`config.mk`:
```
export PLATFORM = sky130hd
export DESIGN_NAME = dual_channel_drive_ramp
export DESIGN_NICKNAME = d
export VERILOG_FILES = /design/src/rtl/core/dcdr_pkg.sv /design/src/rtl/core/dcdr_update.sv /design/src/rtl/core/dual_channel_drive_ramp.sv
export SDC_FILE = /design/constraint.sdc
export NUM_CORES = 1
export LEC_CHECK = 0
export ABC_CLOCK_PERIOD_IN_PS = 13900
export BUFFER_PORTS_ARGS = -buffer_cell sky130_fd_sc_hd__buf_2
export CAP_MARGIN = 15
export CORE_MARGIN = 10
export CORE_UTILIZATION = 37
export DETAILED_ROUTE_END_ITERATION = 10
export PLACE_DENSITY = 0.58
export SETUP_SLACK_MARGIN = 0.02
export SLEW_MARGIN = 20
export SYNTH_ARGS = -nofsm -noshare
export SYNTH_HDL_FRONTEND = slang
export SYNTH_SLANG_ARGS = --single-unit
```
`constraint.sdc`:
```
create_clock -name clk -period 13.9 [get_ports clk]
set_input_delay 0 -clock clk [delete_from_list [all_inputs] [get_ports clk]]
set_output_delay 0 -clock clk [all_outputs]
set_load 0.01 [all_outputs]
```
`src/rtl/core/dcdr_pkg.sv`:
```
package dcdr_pkg;

  // Frequency words: unsigned counts of 1/16 Hz
  localparam int FREQ_BITS      = 18;
  localparam int STEP_BITS      = 16;
  localparam int CLAMP_BITS     = 18;
  localparam int TIMEOUT_BITS   = 16;
  localparam int OP_BITS        = 2;
  localparam int EVENT_BITS     = 3;
  localparam int CFG_INDEX_BITS = 2;
  localparam int CFG_DATA_BITS  = 18;

  // Widths used for exact compares between differently sized words
  localparam int CMP_BITS  = (FREQ_BITS > CLAMP_BITS) ? FREQ_BITS : CLAMP_BITS;
  localparam int DIFF_BITS = (FREQ_BITS > STEP_BITS) ? FREQ_BITS : STEP_BITS;

  typedef logic [FREQ_BITS-1:0]    freq_t;
  typedef logic [STEP_BITS-1:0]    step_t;
  typedef logic [CLAMP_BITS-1:0]   clamp_t;
  typedef logic [TIMEOUT_BITS-1:0] ticks_t;
  typedef logic [OP_BITS-1:0]      op_t;
  typedef logic [EVENT_BITS-1:0]   event_t;

  // Opcodes
  localparam op_t OP_TICK  = 2'd0;
  localparam op_t OP_SET   = 2'd1;
  localparam op_t OP_STOP  = 2'd2;
  localparam op_t OP_OTHER = 2'd3;

  // Register indexes
  localparam logic [CFG_INDEX_BITS-1:0] REG_STEP    = 2'd0;
  localparam logic [CFG_INDEX_BITS-1:0] REG_MIN     = 2'd1;
  localparam logic [CFG_INDEX_BITS-1:0] REG_MAX     = 2'd2;
  localparam logic [CFG_INDEX_BITS-1:0] REG_TIMEOUT = 2'd3;

  // Event codes
  localparam event_t EV_NONE      = 3'd0;
  localparam event_t EV_SET_OK    = 3'd1;
  localparam event_t EV_SET_REJ   = 3'd2;
  localparam event_t EV_STOP_REQ  = 3'd3;
  localparam event_t EV_STOPPED   = 3'd4;
  localparam event_t EV_TIMEOUT   = 3'd5;

  // Register reset values (1000 Hz and 10000 Hz clamps)
  localparam step_t  STEP_RESET    = STEP_BITS'(16);
  localparam clamp_t MIN_RESET     = CLAMP_BITS'(16000);
  localparam clamp_t MAX_RESET     = CLAMP_BITS'(160000);
  localparam ticks_t TIMEOUT_RESET = TIMEOUT_BITS'(500);
  localparam ticks_t IDLE_MAX      = {TIMEOUT_BITS{1'b1}};

  typedef struct packed {
    step_t  step_per_tick;
    clamp_t min_frequency;
    clamp_t max_frequency;
    ticks_t timeout_ticks;
  } cfg_t;

  typedef struct packed {
    freq_t  target_left;
    freq_t  target_right;
    freq_t  current_left;
    freq_t  current_right;
    logic   active_flag;
    logic   stop_flag;
    logic   command_seen;
    ticks_t idle_ticks;
  } state_t;

  // One slew-limited step of a channel toward its target
  function automatic freq_t approach(freq_t cur, freq_t tgt, step_t step);
    freq_t diff;
    logic  in_reach;
    diff     = (cur < tgt) ? (tgt - cur) : (cur - tgt);
    in_reach = DIFF_BITS'(diff) <= DIFF_BITS'(step);
    if (cur == tgt) begin
      return cur;
    end else if (in_reach) begin
      return tgt;
    end else if (cur < tgt) begin
      return cur + FREQ_BITS'(step);
    end else begin
      return cur - FREQ_BITS'(step);
    end
  endfunction

  // Lower clamp takes priority over the upper one
  function automatic freq_t clamp_freq(freq_t f, clamp_t lo, clamp_t hi);
    if (CMP_BITS'(f) < CMP_BITS'(lo)) begin
      return FREQ_BITS'(lo);
    end else if (CMP_BITS'(f) > CMP_BITS'(hi)) begin
      return FREQ_BITS'(hi);
    end else begin
      return f;
    end
  endfunction

endpackage

```
`src/rtl/core/dcdr_update.sv`:
```
module dcdr_update (
  input  dcdr_pkg::state_t cur,
  input  dcdr_pkg::cfg_t   cfg,
  input  dcdr_pkg::op_t    opcode,
  input  dcdr_pkg::freq_t  left_request,
  input  dcdr_pkg::freq_t  right_request,
  output dcdr_pkg::state_t nxt,
  output dcdr_pkg::event_t event_code
);
  import dcdr_pkg::*;

  state_t s;
  event_t ev;

  always_comb begin
    s  = cur;
    ev = EV_NONE;
    unique case (opcode)
      OP_TICK: begin
        // ramp both channels, then check for the end of a pending stop
        if (s.active_flag && (cfg.step_per_tick != '0)) begin
          s.current_left  = approach(s.current_left, s.target_left, cfg.step_per_tick);
          s.current_right = approach(s.current_right, s.target_right, cfg.step_per_tick);
          if (s.stop_flag && (s.current_left == s.target_left) &&
              (s.current_right == s.target_right)) begin
            s.target_left   = '0;
            s.target_right  = '0;
            s.current_left  = '0;
            s.current_right = '0;
            s.active_flag   = 1'b0;
            s.stop_flag     = 1'b0;
            ev              = EV_STOPPED;
          end
        end
        // watchdog, saturating
        if (s.idle_ticks != IDLE_MAX) begin
          s.idle_ticks = s.idle_ticks + TIMEOUT_BITS'(1);
        end
        if (s.command_seen && (cfg.timeout_ticks != '0) && s.active_flag &&
            (s.idle_ticks >= cfg.timeout_ticks)) begin
          s.target_left  = '0;
          s.target_right = '0;
          s.stop_flag    = 1'b1;
          s.command_seen = 1'b0;
          ev             = EV_TIMEOUT;
        end
      end
      OP_SET: begin
        s.command_seen = 1'b1;
        s.idle_ticks   = '0;
        if ((left_request == '0) || (right_request == '0)) begin
          ev = EV_SET_REJ;
        end else begin
          s.target_left  = clamp_freq(left_request, cfg.min_frequency, cfg.max_frequency);
          s.target_right = clamp_freq(right_request, cfg.min_frequency, cfg.max_frequency);
          s.active_flag  = 1'b1;
          s.stop_flag    = 1'b0;
          ev             = EV_SET_OK;
        end
      end
      OP_STOP: begin
        s.command_seen = 1'b1;
        s.idle_ticks   = '0;
        s.target_left  = '0;
        s.target_right = '0;
        if (s.active_flag) begin
          s.stop_flag = 1'b1;
          ev          = EV_STOP_REQ;
        end else begin
          // nothing running: clear everything at once
          s.current_left  = '0;
          s.current_right = '0;
          s.stop_flag     = 1'b0;
          ev              = EV_STOPPED;
        end
      end
      OP_OTHER: begin
        // keepalive only
        s.command_seen = 1'b1;
        s.idle_ticks   = '0;
      end
      default: begin
        s = cur;
      end
    endcase
  end

  assign nxt        = s;
  assign event_code = ev;

endmodule

```
`src/rtl/core/dual_channel_drive_ramp.sv`:
```
// Channel   Handshake               Payload
// command   cmd_valid / cmd_stall   opcode, left_request, right_request
// result    res_valid / res_stall   left_drive, right_drive, motors_off,
//                                   drive_active, stop_pending, event_code
// config    cfg_we                  cfg_index, cfg_data
//
// One transaction per cycle sustained while the result is not stalled; a command
// passes from the input register to the result register once that is free.
// The rate is set by the state update loop, which closes through the state register.
// Reset (rst, synchronous) loads register defaults and clears all drive state.
// A stalled result holds while one further command waits in the input register.
module dual_channel_drive_ramp (
  input  logic                                  clk,
  input  logic                                  rst,
  input  logic                                  cmd_valid,
  output logic                                  cmd_stall,
  input  dcdr_pkg::op_t                         opcode,
  input  dcdr_pkg::freq_t                       left_request,
  input  dcdr_pkg::freq_t                       right_request,
  output logic                                  res_valid,
  input  logic                                  res_stall,
  output dcdr_pkg::freq_t                       left_drive,
  output dcdr_pkg::freq_t                       right_drive,
  output logic                                  motors_off,
  output logic                                  drive_active,
  output logic                                  stop_pending,
  output dcdr_pkg::event_t                      event_code,
  input  logic                                  cfg_we,
  input  logic [dcdr_pkg::CFG_INDEX_BITS-1:0]   cfg_index,
  input  logic [dcdr_pkg::CFG_DATA_BITS-1:0]    cfg_data
);
  import dcdr_pkg::*;

  cfg_t   cfg;
  state_t state;
  state_t state_next;
  event_t event_next;

  logic   in_full;
  op_t    in_opcode;
  freq_t  in_left;
  freq_t  in_right;
  logic   advance;

  // configuration registers
  always_ff @(posedge clk) begin
    if (rst) begin
      cfg.step_per_tick <= STEP_RESET;
      cfg.min_frequency <= MIN_RESET;
      cfg.max_frequency <= MAX_RESET;
      cfg.timeout_ticks <= TIMEOUT_RESET;
    end else if (cfg_we) begin
      unique case (cfg_index)
        REG_STEP:    cfg.step_per_tick <= cfg_data[STEP_BITS-1:0];
        REG_MIN:     cfg.min_frequency <= cfg_data[CLAMP_BITS-1:0];
        REG_MAX:     cfg.max_frequency <= cfg_data[CLAMP_BITS-1:0];
        REG_TIMEOUT: cfg.timeout_ticks <= cfg_data[TIMEOUT_BITS-1:0];
        default:     cfg.step_per_tick <= cfg.step_per_tick;
      endcase
    end
  end

  // input register moves on whenever the result register is free
  assign advance   = in_full && (!res_valid || !res_stall);
  assign cmd_stall = in_full && !advance;

  always_ff @(posedge clk) begin
    if (rst) begin
      in_full <= 1'b0;
    end else if (cmd_valid && !cmd_stall) begin
      in_full <= 1'b1;
    end else if (advance) begin
      in_full <= 1'b0;
    end
  end

  always_ff @(posedge clk) begin
    if (cmd_valid && !cmd_stall) begin
      in_opcode <= opcode;
      in_left   <= left_request;
      in_right  <= right_request;
    end
  end

  // next-state logic
  dcdr_update u_update (
    .cur           (state),
    .cfg           (cfg),
    .opcode        (in_opcode),
    .left_request  (in_left),
    .right_request (in_right),
    .nxt           (state_next),
    .event_code    (event_next)
  );

  // drive state
  always_ff @(posedge clk) begin
    if (rst) begin
      state <= '0;
    end else if (advance) begin
      state <= state_next;
    end
  end

  // result register
  always_ff @(posedge clk) begin
    if (rst) begin
      res_valid <= 1'b0;
    end else if (advance) begin
      res_valid <= 1'b1;
    end else if (!res_stall) begin
      res_valid <= 1'b0;
    end
  end

  always_ff @(posedge clk) begin
    if (advance) begin
      left_drive   <= state_next.current_left;
      right_drive  <= state_next.current_right;
      motors_off   <= (state_next.current_left == '0) && (state_next.current_right == '0);
      drive_active <= state_next.active_flag;
      stop_pending <= state_next.stop_flag;
      event_code   <= event_next;
    end
  end

endmodule

```
==> results.py <==
metrics = {
    "grt": {
        "first_global_vias": 18900,
        "grt_max_degree": 73,
        "grt-ovfl-total": 0,
        "track_usage_pct": 23.5,
        "antenna_found_initial": 1,
        "grt_pass1_wl_mm": 118,
    },
    "setup_path": {
        "cp-startpoint": "state[43]",
        "critPathMaxStageDelay_ns": 0.63,
        "worstSetupPathType": "reg2reg",
        "end_kind": "flop",
        "path_max_fanout": 18,
        "slowest_stage": "dfxtp_1",
        "cp_data_arrival_time_ns": 8.82,
        "r2r-start": "state[43]",
        "crit_required_ns": 14.30,
        "ff2ff_setup_slack_ns": 5.49,
        "cp-start-kind": "flop",
    },
    "cts": {
        "cts_setup_buffers": 0,
        "cts_sinks": 241,
        "cts-root-buf": "clkbuf_16",
        "tritoncts": "yes",
        "clk_pin_slew_ns": 0.07,
        "numCtsBuffers": 29,
        "cts_hold_buf": 67,
        "clock_path_buffers": 3,
        "clk_latency_ns": 0.58,
        "cts_max_level": 1,
        "post_cts_resized": 0,
    },
    "die": {
        "io_pins": 107,
        "chipHeight_um": 254,
        "initial_core_util_pct": 37.6,
        "fp.dieW_um": 254,
        "rows": 85,
        "coreArea_um2": 54100,
        "die-area_um2": 64800,
    },
    "drt": {
        "wire_per_inst_um": 23.6,
        "drt-total-wl_mm": 78.3,
        "vias": 19495,
        "ant_nets": 0,
        "via_per_inst": 5.87,
        "drcViolationCount": 0,
        "drt_iter0_drc": 1783,
        "first_pass_iters": 6,
    },
    "yosys": {
        "seq_area_frac_synth_pct": 27.7,
        "syn_avg_cell_area_um2": 8.12,
        "synth.largest_area_cell": "dfxtp_1",
        "yosys-top-cells-area": "dfxtp_1 (16%), ha_1 (14%), edfxtp_1 (12%)",
        "synth-edff-count": 80,
        "netlist_area_um2": 20300,
        "synth.distinct_cells": 97,
        "ys_ff_latch": 241,
        "ys_warn_count": 0,
        "synthDominantCellAreaShare_pct": 15.8,
        "synth-async-reset-ratio_pct": 0,
        "synth_nets": 2805,
        "synth_cells": 2507,
        "ys.flop_type": "dfxtp_1",
    },
    "sta": {
        "finalSetupViolations": 0,
        "fin_skew_ns": 0.0211,
        "max_slew_margin_pct": 23.9,
        "finalCriticalPeriod_ns": 8.41,
        "rsz0062_at_grt": "false",
        "post-route-period-util_pct": 60.5,
        "worst_pin_slew_ns": 1.14,
        "max_freq_ghz": 0.119,
        "setup-tns-final_ns": 0,
        "drv_slew": 0,
        "fin_ws_ns": 5.49,
        "finalHoldViolCount": 0,
    },
    "min_path": {
        "hold_class": "in2reg",
        "hold_path.startpoint": "cfg_we",
    },
    "layout": {
        "regArea_um2": 5630,
        "multi_input_area_um2": 13600,
        "layout.nets": 2901,
        "syn2layout_area_growth_pct": 13.2,
        "mostFrequentLayoutCells": "nand2_1 (320), ha_1 (229), a21oi_1 (205)",
        "drive_gt1_share_pct": 8.80,
        "antenna_cells": 0,
        "mostFrequentLayoutCell": "nand2_1",
        "n_fill_cell": 5385,
    },
    "power": {
        "peakVddDrop_mv": 0.0967,
        "p_total_mw": 2.78,
        "power.density_nw_per_um2": 121,
        "leakagePower_nw": 9.68,
    },
    "placement": {
        "dp_hpwl_mm": 61.7,
        "place_congestion": 1.00,
        "numPortBuffers": 106,
        "dp_slack_ns": 5.64,
    },
    "status": {
        "status": "complete, no violations",
    },
    "flow_run": {
        "cap_violations": 0,
    },
}
## final cells by class
type | count | share of cell area [%]
inverter | 179 | 2.92
sequential | 241 | 24.4
clock inverter | 13 | 0.505
clock buffer | 40 | 3.50
timing repair buffer | 190 | 5.92
tap | 696 | 3.78
multi-input combinational | 1962 | 59.0
## stage by stage
step                      util, %  area (µm²)  hold slack, ns  std cells
after floorplan                 -       20300          0.0989       2507
after global placement       39.5       21400           0.177       3199
after detailed placement     39.6       21400           0.178       3200
after CTS                    42.5       23000          0.0212       3320
after global routing         42.6       23000          0.0466       3321
final                        42.6       23000          0.0624       3321
## critical path, delay by kind of cell, from the launching register on
kind | cells | cell delay (ns)
flip-flops | 1 | 0.63
XOR/XNOR | 1 | 0.25
adder cells (fa/ha/maj) | 2 | 0.78
buffers and inverters | 2 | 0.36
AO/OA/AOI/OAI | 17 | 3.81
AND/OR/NAND/NOR | 8 | 2.01
multiplexers | 1 | 0.41
## logic make-up (layout without fill, tap and decap cells)
kind of cell    count (synthesis)  after routing  share of synthesized area (%)
flops                         241            241                           27.7
mux                            89             89                           4.54
fa+ha+maj                     235            235                           14.7
xor+xnor                      146            146                           6.70
buf+inv                       304            422                           5.87
compound gates                710            710                           22.7
simple gates                  782            782                           17.8
## cell usage after synthesis (8+ instances only)
cell type	number
clkbuf_1	85
xnor2_1	94
or3_1	13
nand2b_1	13
o211ai_1	16
o21ai_0	107
o22ai_1	14
inv_1	179
mux2i_1	62
nand2_1	320
nor2_1	188
edfxtp_1	80
ha_1	229
o21a_1	25
nand3_1	46
o21ai_1	52
and3_1	10
a211oi_1	31
nor4_1	29
or4_1	8
buf_2	30
mux2_2	27
a31oi_1	16
o31ai_1	9
a211o_1	21
dfxtp_1	161
a22o_1	12
o221ai_1	9
xor2_1	46
a22oi_1	16
a221oi_1	12
a21oi_1	207
buf_1	8
nor2b_1	24
o2111ai_1	8
nor3_1	32
nand3b_1	8
a21o_1	69
and2_1	13
a311oi_1	9
nand4_1	42
a2111oi_0	8
## layer usage
| layer | up-vias | global-route usage [%] | share of wire, % |
|---|---|---|---|
| met5 | - | 0 | 0.014 |
| met4 | 2 | 8.45 | 3.6 |
| met3 | 139 | 3.62 | 7.0 |
| met2 | 756 | 38.2 | 45 |
| met1 | 9380 | 31.1 | 44 |
| li1 | 9218 | - | - |
## worst paths after layout
kind | endpoint | cells past startpoint
hold / removal | cfg[54] | 4
hold reg to reg | cfg[26] | 2
setup / recovery | motors_off | 31
setup reg to reg | motors_off | 31
## state kept, by name, indices dropped and copies added (netlist names)
name / cells
cfg: 68
drive_active: 1
event_code: 3
in_full: 1
in_left: 18
in_opcode: 2
in_right: 18
left_drive: 18
motors_off: 1
res_valid: 1
right_drive: 18
state: 91
stop_pending: 1
## power breakdown
group / internal, mW / leakage, nW / switching, mW
Combinational: 0.463 / 7.15 / 0.764
Clock: 0.440 / 0.451 / 0.322
Sequential: 0.758 / 2.08 / 0.0368
Total: 1.66 / 9.68 / 1.12
No activity file was read; power rests on OpenSTA's default activity.
